File: src/design/dgs_pkg.sv
`timescale 1ns / 1ps
// ----------------------------------------------------------------------------
// Diagonal gradient stripe pixel package
// Shared widths, colour stop tables and register addresses for the pixel unit.
// ----------------------------------------------------------------------------
package dgs_pkg;

   // pipeline shape
   localparam int NUM_STAGES   = 11;
   localparam int POS_STAGES   = 4;
   localparam int GRAD_STAGES  = 5;
   localparam int BLEND_STAGES = 2;

   // field widths
   localparam int COORD_W   = 10;
   localparam int COLOUR_W  = 8;
   localparam int HALF_W_W  = 5;
   localparam int OPACITY_W = 9;

   // coordinate arithmetic
   localparam int FRAC_W    = 16;
   localparam int NUM_W     = COORD_W + FRAC_W;   // x * 2^16, also reciprocal width
   localparam int PX_W      = NUM_W + COORD_W;    // x * reciprocal
   localparam int SUM_W     = COORD_W + 1;
   localparam int PU_W      = SUM_W + FRAC_W;     // (x + y) * 1/sqrt2 in Q16
   localparam int UH_W      = SUM_W;              // whole rotated pixels
   localparam int UL_W      = 8;                  // Q11.8 fraction
   localparam int RECIP_P_W = 22;
   localparam int PQ_W      = UH_W + RECIP_P_W;
   localparam int T_W       = NUM_W;
   localparam int M_W       = 16;

   localparam logic [FRAC_W-1:0] INV_SQRT2 = 16'd46341;

   // gradient arithmetic
   localparam int DIFF_W  = 15;
   localparam int RECIP_W = 19;
   localparam int SEGP_W  = DIFF_W + RECIP_W;
   localparam int SEG_W   = 17;
   localparam logic [SEG_W-1:0] SEG_ONE = 17'd65536;
   localparam logic [SEG_W-1:0] STOP_1  = 17'd29491;
   localparam logic [SEG_W-1:0] STOP_2  = 17'd49152;
   localparam int MIX_W   = 27;

   typedef logic [1:0] seg_idx_type;
   localparam seg_idx_type SEG_LOW  = 2'd0;
   localparam seg_idx_type SEG_MID  = 2'd1;
   localparam seg_idx_type SEG_HIGH = 2'd2;

   typedef logic [COLOUR_W-1:0]  colour_type;
   typedef colour_type [0:2]     rgb_type;
   typedef logic signed [8:0]    delta_type;
   typedef delta_type [0:2]      delta_rgb_type;

   // configuration registers
   localparam logic CSR_HALF_WIDTH = 1'b0;
   localparam logic CSR_OPACITY    = 1'b1;
   localparam logic [HALF_W_W-1:0]  HALF_WIDTH_RESET = 5'd10;
   localparam logic [OPACITY_W-1:0] OPACITY_RESET    = 9'd115;
   localparam logic [OPACITY_W-1:0] OPACITY_FULL     = 9'd256;

   function automatic logic [SEG_W-1:0] seg_start(input seg_idx_type s);
      logic [SEG_W-1:0] v;
      case (s)
         SEG_LOW:  v = 17'd0;
         SEG_MID:  v = STOP_1;
         SEG_HIGH: v = STOP_2;
         default:  v = STOP_2;
      endcase
      return v;
   endfunction

   function automatic logic [DIFF_W-1:0] seg_len(input seg_idx_type s);
      logic [DIFF_W-1:0] v;
      case (s)
         SEG_LOW:  v = 15'd29491;
         SEG_MID:  v = 15'd19661;
         SEG_HIGH: v = 15'd16384;
         default:  v = 15'd16384;
      endcase
      return v;
   endfunction

   // round(2^32 / segment length)
   function automatic logic [RECIP_W-1:0] seg_recip(input seg_idx_type s);
      logic [RECIP_W-1:0] v;
      case (s)
         SEG_LOW:  v = 19'd145637;
         SEG_MID:  v = 19'd218451;
         SEG_HIGH: v = 19'd262144;
         default:  v = 19'd262144;
      endcase
      return v;
   endfunction

   // colour at the start of a segment
   function automatic rgb_type seg_base(input seg_idx_type s);
      rgb_type c;
      case (s)
         SEG_LOW:  c = {8'd244, 8'd114, 8'd182};
         SEG_MID:  c = {8'd251, 8'd113, 8'd133};
         SEG_HIGH: c = {8'd249, 8'd115, 8'd22};
         default:  c = {8'd249, 8'd115, 8'd22};
      endcase
      return c;
   endfunction

   // end colour minus start colour of a segment
   function automatic delta_rgb_type seg_delta(input seg_idx_type s);
      delta_rgb_type d;
      case (s)
         SEG_LOW:  d = {9'sd7, -9'sd1, -9'sd49};
         SEG_MID:  d = {-9'sd2, 9'sd2, -9'sd111};
         SEG_HIGH: d = {-9'sd15, -9'sd27, -9'sd10};
         default:  d = {-9'sd15, -9'sd27, -9'sd10};
      endcase
      return d;
   endfunction

endpackage

File: src/design/dgs_pos.sv
`timescale 1ns / 1ps
// ----------------------------------------------------------------------------
// Diagonal position stages
// Four stages: gradient position t in Q0.16 and the rotated coordinate taken
// modulo the stripe period, both through reciprocal multiplies with one
// correction step.
// ----------------------------------------------------------------------------
module dgs_pos import dgs_pkg::*; #(
   parameter int FRAME_WIDTH   = 800,
   parameter int FRAME_HEIGHT  = 800,
   parameter int STRIPE_PERIOD = 60
) (
   input  logic                  clock,
   input  logic [POS_STAGES-1:0] stage_en,
   input  logic [COORD_W-1:0]    pixel_x,
   input  logic [COORD_W-1:0]    pixel_y,
   output logic [T_W-1:0]        pos_t,
   output logic [M_W-1:0]        pos_m
);

   localparam logic [NUM_W-1:0]     RECIP_X = NUM_W'((64'd1 << NUM_W) / FRAME_WIDTH);
   localparam logic [NUM_W-1:0]     RECIP_Y = NUM_W'((64'd1 << NUM_W) / FRAME_HEIGHT);
   localparam logic [RECIP_P_W-1:0] RECIP_P =
      RECIP_P_W'((64'd1 << RECIP_P_W) / STRIPE_PERIOD);
   localparam logic [NUM_W:0] WIDTH_C  = (NUM_W + 1)'(FRAME_WIDTH);
   localparam logic [NUM_W:0] HEIGHT_C = (NUM_W + 1)'(FRAME_HEIGHT);
   localparam logic [UH_W-1:0] PERIOD_C = UH_W'(STRIPE_PERIOD);

   // stage 1
   logic [SUM_W-1:0]   sum_xy;
   logic [PU_W-1:0]    pu;
   logic [PX_W-1:0]    px1_in, py1_in, px1_ff, py1_ff;
   logic [COORD_W-1:0] x1_ff, y1_ff;
   logic [UH_W-1:0]    uh1_ff;
   logic [UL_W-1:0]    ul1_ff;

   // stage 2
   logic [NUM_W:0]     qxw2_in, qyw2_in, qxw2_ff, qyw2_ff;
   logic [NUM_W-1:0]   qx2_ff, qy2_ff;
   logic [COORD_W-1:0] x2_ff, y2_ff;
   logic [PQ_W-1:0]    pq2_in, pq2_ff;
   logic [UH_W-1:0]    uh2_ff;
   logic [UL_W-1:0]    ul2_ff;

   // stage 3
   logic [NUM_W:0]     rx, ry;
   logic [NUM_W-1:0]   tx3_in, ty3_in, tx3_ff, ty3_ff;
   logic [UH_W-1:0]    qpp3_in, qpp3_ff, uh3_ff;
   logic [UL_W-1:0]    ul3_ff;

   // stage 4
   logic [NUM_W:0]     t_sum;
   logic [UH_W-1:0]    rp, rem;
   logic [T_W-1:0]     t4_in, t4_ff;
   logic [M_W-1:0]     m4_in, m4_ff;

   assign sum_xy = {1'b0, pixel_x} + {1'b0, pixel_y};
   assign pu     = {{(PU_W-SUM_W){1'b0}}, sum_xy} * {{(PU_W-FRAC_W){1'b0}}, INV_SQRT2};
   assign px1_in = {{NUM_W{1'b0}}, pixel_x} * {{COORD_W{1'b0}}, RECIP_X};
   assign py1_in = {{NUM_W{1'b0}}, pixel_y} * {{COORD_W{1'b0}}, RECIP_Y};

   always_ff @(posedge clock) begin
      if (stage_en[0]) begin
         px1_ff <= px1_in;
         py1_ff <= py1_in;
         x1_ff  <= pixel_x;
         y1_ff  <= pixel_y;
         uh1_ff <= pu[PU_W-1:FRAC_W];
         ul1_ff <= pu[FRAC_W-1:FRAC_W-UL_W];
      end
   end

   // estimated quotient times divisor, kept modulo 2^27
   assign qxw2_in = {1'b0, px1_ff[PX_W-1:COORD_W]} * WIDTH_C;
   assign qyw2_in = {1'b0, py1_ff[PX_W-1:COORD_W]} * HEIGHT_C;
   assign pq2_in  = {{RECIP_P_W{1'b0}}, uh1_ff} * {{UH_W{1'b0}}, RECIP_P};

   always_ff @(posedge clock) begin
      if (stage_en[1]) begin
         qx2_ff  <= px1_ff[PX_W-1:COORD_W];
         qy2_ff  <= py1_ff[PX_W-1:COORD_W];
         qxw2_ff <= qxw2_in;
         qyw2_ff <= qyw2_in;
         x2_ff   <= x1_ff;
         y2_ff   <= y1_ff;
         pq2_ff  <= pq2_in;
         uh2_ff  <= uh1_ff;
         ul2_ff  <= ul1_ff;
      end
   end

   // estimate is at most one short: remainder below twice the divisor
   assign rx      = {1'b0, x2_ff, {FRAC_W{1'b0}}} - qxw2_ff;
   assign ry      = {1'b0, y2_ff, {FRAC_W{1'b0}}} - qyw2_ff;
   assign tx3_in = qx2_ff + NUM_W'(rx >= WIDTH_C);
   assign ty3_in = qy2_ff + NUM_W'(ry >= HEIGHT_C);
   assign qpp3_in = pq2_ff[PQ_W-1:RECIP_P_W] * PERIOD_C;

   always_ff @(posedge clock) begin
      if (stage_en[2]) begin
         tx3_ff  <= tx3_in;
         ty3_ff  <= ty3_in;
         qpp3_ff <= qpp3_in;
         uh3_ff  <= uh2_ff;
         ul3_ff  <= ul2_ff;
      end
   end

   assign t_sum = {1'b0, tx3_ff} + {1'b0, ty3_ff};
   assign t4_in = t_sum[NUM_W:1];
   assign rp    = uh3_ff - qpp3_ff;
   assign rem   = (rp >= PERIOD_C) ? (rp - PERIOD_C) : rp;
   assign m4_in = {rem[UL_W-1:0], ul3_ff};

   always_ff @(posedge clock) begin
      if (stage_en[3]) begin
         t4_ff <= t4_in;
         m4_ff <= m4_in;
      end
   end

   assign pos_t = t4_ff;
   assign pos_m = m4_ff;

endmodule

File: src/design/dgs_grad.sv
`timescale 1ns / 1ps
// ----------------------------------------------------------------------------
// Gradient and stripe stages
// Five stages: segment choice, segment fraction, colour interpolation across
// the stops, and the stripe test on the wrapped rotated coordinate.
// ----------------------------------------------------------------------------
module dgs_grad import dgs_pkg::*; #(
   parameter int STRIPE_PERIOD = 60
) (
   input  logic                   clock,
   input  logic [GRAD_STAGES-1:0] stage_en,
   input  logic [T_W-1:0]         pos_t,
   input  logic [M_W-1:0]         pos_m,
   input  logic [HALF_W_W-1:0]    half_width,
   output rgb_type                base_colour,
   output logic                   base_stripe
);

   localparam logic [M_W:0] SPAN_C = (M_W + 1)'(STRIPE_PERIOD * 256);

   // stage 5
   seg_idx_type         i5_in, i5_ff;
   logic [T_W-1:0]      diff;
   logic                full5_in, full5_ff;
   logic [DIFF_W-1:0]   diff5_ff;
   logic [M_W-1:0]      m5_ff;

   // stage 6
   logic [SEGP_W-1:0]   segp6_in, segp6_ff;
   seg_idx_type         i6_ff;
   logic                full6_ff;
   logic [M_W:0]        span_h;
   logic                stripe6_in, stripe6_ff;

   // stage 7
   logic [SEG_W:0]      segw;
   logic [SEG_W-1:0]    seg7_in, seg7_ff;
   seg_idx_type         i7_ff;
   logic                stripe7_ff;

   // stage 8
   delta_rgb_type       delta;
   logic signed [MIX_W-1:0] mixp8_in [3];
   logic signed [MIX_W-1:0] mixp8_ff [3];
   seg_idx_type         i8_ff;
   logic                stripe8_ff;

   // stage 9
   rgb_type             base;
   logic signed [SUM_W:0] ch_sum [3];
   rgb_type             ch9_in, ch9_ff;
   logic                stripe9_ff;

   always_comb begin
      if (pos_t <= T_W'(STOP_1)) begin
         i5_in = SEG_LOW;
      end else if (pos_t <= T_W'(STOP_2)) begin
         i5_in = SEG_MID;
      end else begin
         i5_in = SEG_HIGH;
      end
      diff     = pos_t - T_W'(seg_start(i5_in));
      full5_in = diff >= T_W'(seg_len(i5_in));
   end

   always_ff @(posedge clock) begin
      if (stage_en[0]) begin
         i5_ff    <= i5_in;
         full5_ff <= full5_in;
         diff5_ff <= diff[DIFF_W-1:0];
         m5_ff    <= pos_m;
      end
   end

   assign segp6_in = {{RECIP_W{1'b0}}, diff5_ff} * {{DIFF_W{1'b0}}, seg_recip(i5_ff)};
   assign span_h   = {1'b0, m5_ff} + (M_W + 1)'({half_width, 8'd0});
   assign stripe6_in = (m5_ff < M_W'({half_width, 8'd0})) || (span_h > SPAN_C);

   always_ff @(posedge clock) begin
      if (stage_en[1]) begin
         segp6_ff   <= segp6_in;
         i6_ff      <= i5_ff;
         full6_ff   <= full5_ff;
         stripe6_ff <= stripe6_in;
      end
   end

   // saturate the fraction at one
   assign segw    = segp6_ff[SEGP_W-1:FRAC_W];
   assign seg7_in = (full6_ff || (segw > (SEG_W + 1)'(SEG_ONE))) ? SEG_ONE : segw[SEG_W-1:0];

   always_ff @(posedge clock) begin
      if (stage_en[2]) begin
         seg7_ff    <= seg7_in;
         i7_ff      <= i6_ff;
         stripe7_ff <= stripe6_ff;
      end
   end

   assign delta = seg_delta(i7_ff);

   always_comb begin
      for (int k = 0; k < 3; k++) begin
         mixp8_in[k] = MIX_W'($signed(delta[k]) * $signed({1'b0, seg7_ff}));
      end
   end

   always_ff @(posedge clock) begin
      if (stage_en[3]) begin
         for (int k = 0; k < 3; k++) begin
            mixp8_ff[k] <= mixp8_in[k];
         end
         i8_ff      <= i7_ff;
         stripe8_ff <= stripe7_ff;
      end
   end

   // start colour plus floor of the scaled step
   assign base = seg_base(i8_ff);

   always_comb begin
      for (int k = 0; k < 3; k++) begin
         ch_sum[k] = $signed({4'd0, base[k]}) + $signed(mixp8_ff[k][MIX_W-1:FRAC_W]);
         ch9_in[k] = ch_sum[k][COLOUR_W-1:0];
      end
   end

   always_ff @(posedge clock) begin
      if (stage_en[4]) begin
         ch9_ff     <= ch9_in;
         stripe9_ff <= stripe8_ff;
      end
   end

   assign base_colour = ch9_ff;
   assign base_stripe = stripe9_ff;

endmodule

File: src/design/dgs_blend.sv
`timescale 1ns / 1ps
// ----------------------------------------------------------------------------
// White blend stages
// Two stages: scale the distance to white by the opacity, then add it for
// stripe pixels. The second stage is the output register.
// ----------------------------------------------------------------------------
module dgs_blend import dgs_pkg::*; (
   input  logic                    clock,
   input  logic [BLEND_STAGES-1:0] stage_en,
   input  rgb_type                 base_colour,
   input  logic                    base_stripe,
   input  logic [OPACITY_W-1:0]    opacity,
   output rgb_type                 pixel_colour,
   output logic                    pixel_stripe
);

   localparam int WP_W = COLOUR_W + OPACITY_W;

   logic [WP_W-1:0]     wp10_in [3];
   logic [WP_W-1:0]     wp10_ff [3];
   rgb_type             ch10_ff;
   logic                stripe10_ff;
   logic [COLOUR_W:0]   lift [3];
   rgb_type             out11_in, out11_ff;
   logic                stripe11_ff;

   always_comb begin
      for (int k = 0; k < 3; k++) begin
         wp10_in[k] = {{OPACITY_W{1'b0}}, 8'd255 - base_colour[k]}
                      * {{COLOUR_W{1'b0}}, opacity};
      end
   end

   always_ff @(posedge clock) begin
      if (stage_en[0]) begin
         for (int k = 0; k < 3; k++) begin
            wp10_ff[k] <= wp10_in[k];
         end
         ch10_ff     <= base_colour;
         stripe10_ff <= base_stripe;
      end
   end

   always_comb begin
      for (int k = 0; k < 3; k++) begin
         lift[k]     = {1'b0, ch10_ff[k]} + wp10_ff[k][WP_W-1:COLOUR_W];
         out11_in[k] = stripe10_ff ? lift[k][COLOUR_W-1:0] : ch10_ff[k];
      end
   end

   always_ff @(posedge clock) begin
      if (stage_en[1]) begin
         out11_ff    <= out11_in;
         stripe11_ff <= stripe10_ff;
      end
   end

   assign pixel_colour = out11_ff;
   assign pixel_stripe = stripe11_ff;

endmodule

File: src/design/diagonal_gradient_stripe_pixel_unit.sv
// An accepted coordinate runs through the pos, grad and blend stages to rsp_.
// Throughput: one pixel per cycle; each stage holds only when the stage after it
// is full and stalled, so bubbles close up and a waiting result does not block
// input while earlier stages have room.
// Reset clears every stage valid bit and sets half width 10 and opacity 115.
`timescale 1ns / 1ps
// ----------------------------------------------------------------------------
// Diagonal gradient stripe pixel unit
// Test-pattern generator: coordinate in, gradient colour with white diagonal
// stripes out. Holds the configuration registers and the stage handshake.
// ----------------------------------------------------------------------------
module diagonal_gradient_stripe_pixel_unit import dgs_pkg::*; #(
   parameter int FRAME_WIDTH   = 800,
   parameter int FRAME_HEIGHT  = 800,
   parameter int STRIPE_PERIOD = 60
) (
   input  logic                 clock,
   input  logic                 reset,

   input  logic                 req_valid,
   output logic                 req_stall,
   input  logic [COORD_W-1:0]   req_pixel_x,
   input  logic [COORD_W-1:0]   req_pixel_y,

   output logic                 rsp_valid,
   input  logic                 rsp_stall,
   output logic [COLOUR_W-1:0]  rsp_red,
   output logic [COLOUR_W-1:0]  rsp_green,
   output logic [COLOUR_W-1:0]  rsp_blue,
   output logic                 rsp_in_stripe,

   input  logic                 psel,
   input  logic                 penable,
   input  logic                 pwrite,
   input  logic [2:0]           paddr,
   input  logic [31:0]          pwdata,
   output logic [31:0]          prdata,
   output logic                 pready
);

   logic [NUM_STAGES-1:0] valid_in, valid_ff;
   logic [NUM_STAGES-1:0] stage_en;

   logic [HALF_W_W-1:0]  half_width_in, half_width_ff;
   logic [OPACITY_W-1:0] opacity_in, opacity_ff;
   logic [OPACITY_W-1:0] opacity_sat;
   logic                 csr_write;

   logic [T_W-1:0]       pos_t;
   logic [M_W-1:0]       pos_m;
   rgb_type              base_colour;
   logic                 base_stripe;
   rgb_type              pixel_colour;

   // a stage moves when empty or when the next one moves
   always_comb begin
      stage_en[NUM_STAGES-1] = !valid_ff[NUM_STAGES-1] || !rsp_stall;
      for (int k = NUM_STAGES - 2; k >= 0; k--) begin
         stage_en[k] = !valid_ff[k] || stage_en[k+1];
      end
   end

   always_comb begin
      for (int k = 0; k < NUM_STAGES; k++) begin
         if (stage_en[k]) begin
            valid_in[k] = (k == 0) ? req_valid : valid_ff[(k == 0) ? 0 : k - 1];
         end else begin
            valid_in[k] = valid_ff[k];
         end
      end
   end

   always_ff @(posedge clock) begin
      if (reset) begin
         valid_ff <= '0;
      end else begin
         valid_ff <= valid_in;
      end
   end

   assign req_stall = !stage_en[0];
   assign rsp_valid = valid_ff[NUM_STAGES-1];

   // configuration
   assign pready    = 1'b1;
   assign csr_write = psel && penable && pwrite;

   always_comb begin
      half_width_in = half_width_ff;
      opacity_in    = opacity_ff;
      if (csr_write) begin
         case (paddr[2])
            CSR_HALF_WIDTH: half_width_in = pwdata[HALF_W_W-1:0];
            CSR_OPACITY:    opacity_in    = pwdata[OPACITY_W-1:0];
            default:        ;
         endcase
      end
   end

   always_ff @(posedge clock) begin
      if (reset) begin
         half_width_ff <= HALF_WIDTH_RESET;
         opacity_ff    <= OPACITY_RESET;
      end else begin
         half_width_ff <= half_width_in;
         opacity_ff    <= opacity_in;
      end
   end

   always_comb begin
      case (paddr[2])
         CSR_HALF_WIDTH: prdata = {{(32-HALF_W_W){1'b0}}, half_width_ff};
         CSR_OPACITY:    prdata = {{(32-OPACITY_W){1'b0}}, opacity_ff};
         default:        prdata = '0;
      endcase
   end

   // anything past one is full white
   assign opacity_sat = (opacity_ff > OPACITY_FULL) ? OPACITY_FULL : opacity_ff;

   dgs_pos #(
      .FRAME_WIDTH   (FRAME_WIDTH),
      .FRAME_HEIGHT  (FRAME_HEIGHT),
      .STRIPE_PERIOD (STRIPE_PERIOD)
   ) u_pos (
      .clock    (clock),
      .stage_en (stage_en[POS_STAGES-1:0]),
      .pixel_x  (req_pixel_x),
      .pixel_y  (req_pixel_y),
      .pos_t    (pos_t),
      .pos_m    (pos_m)
   );

   dgs_grad #(
      .STRIPE_PERIOD (STRIPE_PERIOD)
   ) u_grad (
      .clock       (clock),
      .stage_en    (stage_en[POS_STAGES+GRAD_STAGES-1:POS_STAGES]),
      .pos_t       (pos_t),
      .pos_m       (pos_m),
      .half_width  (half_width_ff),
      .base_colour (base_colour),
      .base_stripe (base_stripe)
   );

   dgs_blend u_blend (
      .clock        (clock),
      .stage_en     (stage_en[NUM_STAGES-1:POS_STAGES+GRAD_STAGES]),
      .base_colour  (base_colour),
      .base_stripe  (base_stripe),
      .opacity      (opacity_sat),
      .pixel_colour (pixel_colour),
      .pixel_stripe (rsp_in_stripe)
   );

   assign rsp_red   = pixel_colour[0];
   assign rsp_green = pixel_colour[1];
   assign rsp_blue  = pixel_colour[2];

endmodule
File: config.mk
export PLATFORM = sky130hd
export DESIGN_NAME = diagonal_gradient_stripe_pixel_unit
export DESIGN_NICKNAME = d
export VERILOG_FILES = /design/src/design/dgs_pkg.sv /design/src/design/dgs_pos.sv /design/src/design/dgs_grad.sv /design/src/design/dgs_blend.sv /design/src/design/diagonal_gradient_stripe_pixel_unit.sv
export SDC_FILE = /design/constraint.sdc
export NUM_CORES = 2
export LEC_CHECK = 0
export BUFFER_PORTS_ARGS = -buffer_cell sky130_fd_sc_hd__buf_2
export CAP_MARGIN = 10
export CORE_ASPECT_RATIO = 0.9
export CORE_UTILIZATION = 56
export DETAILED_ROUTE_END_ITERATION = 12
export GPL_TIMING_DRIVEN = 0
export MAX_ROUTING_LAYER = met4
export PLACE_DENSITY = 0.69
export SYNTH_ARGS = -nofsm -noshare
export SYNTH_HDL_FRONTEND = slang
export SYNTH_SLANG_ARGS = --single-unit
File: constraint.sdc
create_clock -name clock -period 7.5 [get_ports clock]
set_input_delay 0.375 -clock clock [delete_from_list [all_inputs] [get_ports clock]]
set_output_delay 0.375 -clock clock [all_outputs]
set_load 0.1 [all_outputs]
Yosys cells after proc, flatten, opt, wreduce, memory -nomap -nowiden --
Memories as Yosys holds them, arrays and structs flattened. Index checks and enable logic that the tools add are counted.
Storage, ports and cells: register bits after elaboration 553, RAM bits 132, input port bits 62, output and inout port bits 60, logic and storage cells 161, memories 2
Memories:
- u_grad.mixp8_ff | depth 3, bits a word 27, rd ports 3, clocked after Yosys merged registers in 0, wr ports 3, line dgs_grad.sv:44 | logic signed [MIX_W-1:0] mixp8_ff [3];
- u_blend.wp10_ff | depth 3, bits a word 17, rd ports 3, clocked after Yosys merged registers in 0, wr ports 3, line dgs_blend.sv:20 | logic [WP_W-1:0] wp10_ff [3];
Operators by class: add/sub/neg operators 19, multiply operators 14, $lt $le $gt $ge 10, eq/ne operators 4, mux-type cells 17, bitwise logic cells 1, reductions and logical operators 34
Operators with widths (count):
- $mul 9x18->27 | 3
- $pmux 32 s2 | 1
- $ge 27x10->1 const B | 2
- $pmux 27 s2 | 1
- $sub 26x27->27 | 2
- $mul 10x16->26 const B | 2
- $mul 8x9->17 | 3
- $mul 17x5->22 const B | 2
- $add 8x8->8 | 5
- $pmux 20 s2 | 1
- $pmux 19 s2 | 1
- $add 17x1->18 | 2
- $mul 15x19->34 | 1
- $mux 8 | 4
- $pmux 16 s2 | 1
- $mul 11x17->28 const B | 1
- $pmux 14 s2 | 1
- $add 26x26->27 | 1
- $mul 11x16->27 const B | 1
- $ge 26x15->1 | 1
- $le 26x15->1 const B | 1
- $le 26x16->1 const B | 1
- $sub 26x16->26 | 1
- $sub 8x8->8 const A | 3
- 21 further kinds | 57

Depth between registers and ports, before layout --
depth after elaboration 13, gate-level depth with buffers 28, gate-level depth less buffers 28

Hierarchy --
From an unflattened synthesis, not the netlist that was laid out.
Second synthesis, totals: cell total of the unflattened synthesis 5267, area, all modules 58265.9 sq um
By module, submodules not included:
- dgs_pos | instances 1, cells each 2029, area an instance 23819.1 sq um, seq. area each 8648.3 sq um
- dgs_grad | instances 1, cells each 2128, area an instance 23306.1 sq um, seq. area each 3843.7 sq um
- dgs_blend | instances 1, cells each 957, area an instance 9804.4 sq um, seq. area each 2222.1 sq um
- diagonal_gradient_stripe_pixel_unit | instances 1, cells each 153, area an instance 1336.3 sq um, seq. area each 500.5 sq um

Worst setup path after synthesis --
OpenSTA, ideal clock, no wires.
path kind input port to flip-flop, start input port req_pixel_x[0], end register u_pos.uh1_ff[10] (data pin), setup time 0.255 ns, arrival 6.413 ns, required time 7.245 ns, setup slack 0.832 ns, cell stages on the path 28, buffers on the path 0, cell sequence ha_1 fa_1 a21o_1 a21oi_1 o21bai_1 a21oi_1 o21bai_1 a21oi_1 nor2b_1 o21ai_0 nand2b_1 ha_1 ha_1 fa_1 inv_1 fa_1 inv_1 ha_1 ha_1 a21o_1 a21o_1 a21oi_1 o21ai_0 o21a_1 o31a_1 o41a_1 or4_1 and3_1
Between the ends: longest elaborated chain between the ends 2
Ends and longest elaborated chain:
- from (decl) | line diagonal_gradient_stripe_pixel_unit.sv:22 | input logic [COORD_W-1:0] req_pixel_x,
- $add 10x10->11 | line dgs_pos.sv:57 | assign sum_xy = {1'b0, pixel_x} + {1'b0, pixel_y};
- $mul 11x16->27 | line dgs_pos.sv:58 | assign pu = {{(PU_W-SUM_W){1'b0}}, sum_xy} * {{(PU_W-FRAC_W){1'b0}}, INV_SQRT2};
- net u_pos.pu[26] | line dgs_pos.sv:31 | logic [PU_W-1:0] pu;
- to (signal assigned) | line dgs_pos.sv:68 | uh1_ff <= pu[PU_W-1:FRAC_W];
- to (decl) | line dgs_pos.sv:34 | logic [UH_W-1:0] uh1_ff;
The timed path passes the listed nets, and every way through them passes these cells. A chain may end at the register's enable or synchronous reset.

Worst setup path in the final report --
start register u_grad.i5_ff[1], end register u_grad.segp6_ff[32] (data pin)
Between the ends: longest elaborated chain between the ends 3, elaborated cells between the ends (all ways) 4, those cells by class 1 x mul; 1 x eq/ne; 1 x mux; 1 x reduce/logical
Ends and longest elaborated chain:
- from (decl) | line dgs_grad.sv:22 | seg_idx_type i5_in, i5_ff;
- from (signal assigned) | line dgs_grad.sv:68 | i5_ff <= i5_in;
- $eq 2x1->1 or $logic_not 2->1 (tied branches) | line dgs_pkg.sv:87 | case (s)
- $pmux 19 s2 * | line dgs_pkg.sv:87
- $mul 15x19->34 * | line dgs_grad.sv:75 | assign segp6_in = {{RECIP_W{1'b0}}, diff5_ff} * {{DIFF_W{1'b0}}, seg_recip(i5_ff)};
- net u_grad.segp6_in[32] | line dgs_grad.sv:29 | logic [SEGP_W-1:0] segp6_in, segp6_ff;
- to (signal assigned) | line dgs_grad.sv:81 | segp6_ff <= segp6_in;
- to (decl) | line dgs_grad.sv:29
The timed path passes the listed nets; every way through them passes the cells marked *.

==> metrics <==
outcome=finished, final reports clean; port bufs=71; average cell area after synthesis=11.0 um^2; Reg2Reg Depth=21; delay-heaviest family, CP=adder cells; Synth Register Bits=515; Largest stage delay, worst path=0.68 ns; max cap viols=0; Remaining Overflow, GRT=0; CP required=7.91 ns; via count=36,400; Root Driver=clkbuf_16; Ports=122; # rows=111; CTS clk-pin slew, worst paths=0.06 ns; number of enable flip-flop cells after synthesis=490; DR iter-0 viols=1,925; most common cell after layout, fill and taps aside=inv_1; Setup crit start kind=register; area leader, netlist=fa_1; synth unique cells=81; worst path bufs/invs=3; Core ar.=102,000 um^2; R2R Path End=u_grad.segp6_ff[32]$_DFFE_PP_; Crit path depth=21; most frequent CP cell=fa_1; Worst EP arrival=7.64 ns; Final setup violation count=0; Die Area=104,000 um^2; Fin. Hold Viols=0; hold crit path type=in2reg; max-slew violations=0; Mapped Cells=5,242; Die Wd=340 um; Synth async-reset ratio=0%; CTS max path bufs=3; met2 Resource Use GR=42.0%; layer with the highest usage=met2; initial antenna violation count=0; first-pass GRT wire length=199,000 um; worst skew pair latency=0.67 ns; GR Layer Usage met3=2.65%; DRT Wirelength=121,000 um; Crit. End Element=register; Worst Setup SP=u_grad.i5_ff[1]$_DFFE_PP_; r2r setup slk=0.27 ns; antenna cells=0; clock sinks=515; min cycle time layout=7.23 ns; Layout Nets=7,138; router iterations before antenna repair=5; Cell Area, Synth=57,500 um^2; post-DP HPWL=99,600 um; hold_ws=0.0580 ns; die height=306 um; vias in the first global route=38,600; slowest cell on the critical path=nor2b_1; layout cells sized above 1=5.61%; routing usage on met1=32.7%; share of the synthesized area in the top cell type=26.3%; critical path fanouts, max=10; vias per cell=5.33; Fin Setup TNS=0 ns; Area contributors post-synth=fa_1 (26%), edfxtp_1 (26%), ha_1 (19%); Slew @ Worst Pin=1.18 ns; Final Wtd Congestion=0.918; Post-DRT Antenna Nets=0; number of remaining DRC errors=0; Cell Chain, Critical Path=buf_1 -> nor2b_1 -> nand2b_1 -> fa_1 -> fa_1 -> inv_1 -> fa_1 -> fa_1 -> fa_1 -> fa_1 -> ha_1 -> nand3_1 -> o22ai_2 -> a311oi_2 -> buf_4 -> o31ai_4 -> a31oi_2 -> o32ai_2 -> a41o_1 -> o22ai_1 -> xnor2_1; fin crit share=96.5%; pin count of the biggest net entering global routing=65; RSZ-0062 raised after global routing=false; total CTS buffers=58; most frequent cells in the layout=inv_1 (1,139), ha_1 (894), fa_1 (756), edfxtp_1 (490), nor2_1 (315); Fmax=138 MHz; relative max-transition margin=20.5%; All-Layer GR Usage=24.9%; area delta synth->final=8.17%; top_reg_cell synth=edfxtp_1; Starting Density=56.5%; register area share after synthesis=26.4%; worst reg2reg startpoint=u_grad.i5_ff[1]$_DFFE_PP_; worst clock skew=0.0261 ns; Critical path destination=u_grad.segp6_ff[32]$_DFFE_PP_; crit path kind=reg2reg; CTS tree=yes; Yosys warning total=0; H-tree levels=2; WL per Instance=17.7 um
-- through the flow --
stage               instance area [um^2]  std cells  worst slack [ns]  utilization (%)
CTS                                62100       6817            0.0760             61.0
global route                       62200       6827           0.00809             61.1
global placement                   59700       6691            -0.992             58.6
finish                             62200       6827             0.265             61.1
detailed placement                 59800       6694             -1.00             58.7
floorplan                          57600       5264             0.832                -
-- state kept, by name, summed over array words and instances, names as in the netlist, 18 cells and up --
name	count
u_pos.ty3_ff	18
u_blend.pixel_colour	24
u_pos.qyw2_ff	22
u_pos.tx3_ff	18
u_blend.wp10_ff	24
u_grad.base_colour	24
u_pos.pos_t	18
u_grad.segp6_ff	18
u_blend.ch10_ff	24
u_grad.mixp8_ff	24
u_pos.qxw2_ff	22
-- synthesized netlist by cell type, types with 10 or more instances --
cell type	count
and2_1	87
buf_1	15
nor2_1	323
o211ai_1	13
mux2_2	19
fa_1	756
o21a_1	40
buf_4	24
clkbuf_1	44
nor4_1	17
xor2_1	72
a31oi_1	15
nand2_1	150
nand3_1	59
edfxtp_1	490
inv_1	1145
nand4_1	22
o21bai_1	35
dfxtp_1	25
and3_1	23
nor3_1	75
nor2b_1	67
a21oi_1	146
o21ai_0	58
or4_1	10
nand3b_1	11
a21o_1	50
nand2b_1	136
ha_1	894
a211oi_1	12
xnor2_1	203
o21ai_1	15
or3_1	17
or2_2	28
-- routing by layer --
layer / routed length, um / up-vias / share of wire (%)
li1: - / 17400 / -
met1: 53800 / 18100 / 45
met2: 58700 / 770 / 49
met3: 5550 / 150 / 4.6
met4: 2420 / 0 / 2.0
met5: 0 / - / 0
-- kinds of logic (layout without fill, tap and decap cells) --
kind of cell               count (synthesis)  after routing  share of synthesized area [%]
xor gates and xnor gates                 276            276                           4.21
buffers and inverters                   1231           1438                           8.19
adders and majority gates               1650           1650                           45.7
other                                      2             24                         0.0131
muxes                                     26             26                          0.496
DFF                                      515            515                           26.4
and+or+nand+nor                         1050           1050                           9.22
AOI/OAI and AO/OA                        492            492                           5.67
-- final cells by class --
class                   count  area, um^2
clock buffers              63        1490
multi-input cells        3518       37800
flip-flops and latches    515       15200
well taps                1356        1700
fillers                  8295       39600
inverters                1148        4320
plain buffers              81         407
repair buffers            104         731
clock inverters            42         528
-- what timing repair did --
| item | in CTS | in global routing |
|---|---|---|
| resized for setup | 29 | 19 |
| endpoints found under the hold margin | 15 | 0 |
| hold buffers | 14 | 0 |
| pin swaps | 1 | 2 |
| setup buffers | 6 | 8 |
| setup endpoints to repair | 24 | 9 |
-- worst min-delay path by stage --
stage | endpoint | from | cells past startpoint
after floorplan | u_blend.stripe10_ff$_DFFE_PP_ | u_grad.base_stripe$_DFFE_PP_ | 0
after global placement | u_pos.y2_ff[4]$_DFFE_PP_ | u_pos.y1_ff[4]$_DFFE_PN_ | 0
after detailed placement | u_grad.i7_ff[1]$_DFFE_PP_ | u_grad.i6_ff[1]$_DFFE_PP_ | 0
after CTS | half_width_ff[1]$_SDFFE_PP1P_ | reset | 2
after global routing | half_width_ff[1]$_SDFFE_PP1P_ | reset | 2
final | half_width_ff[1]$_SDFFE_PP1P_ | reset | 2
-- worst reg2reg max path: stages (launching register included) --
cell and delay, ns:
edfxtp_1 0.46, buf_1 0.24, nor2b_1 0.68, nand2b_1 0.28
fa_1 0.56, fa_1 0.51, inv_1 0.06, fa_1 0.51
fa_1 0.43, fa_1 0.53, fa_1 0.42, ha_1 0.31
nand3_1 0.11, o22ai_2 0.21, a311oi_2 0.07, buf_4 0.17
o31ai_4 0.34, a31oi_2 0.20, o32ai_2 0.35, a41o_1 0.32
o22ai_1 0.12, xnor2_1 0.14
Power is left out: the tool's default activity adds up to more than one toggle a clock period on the data nets, which glitch-free logic cannot reach.
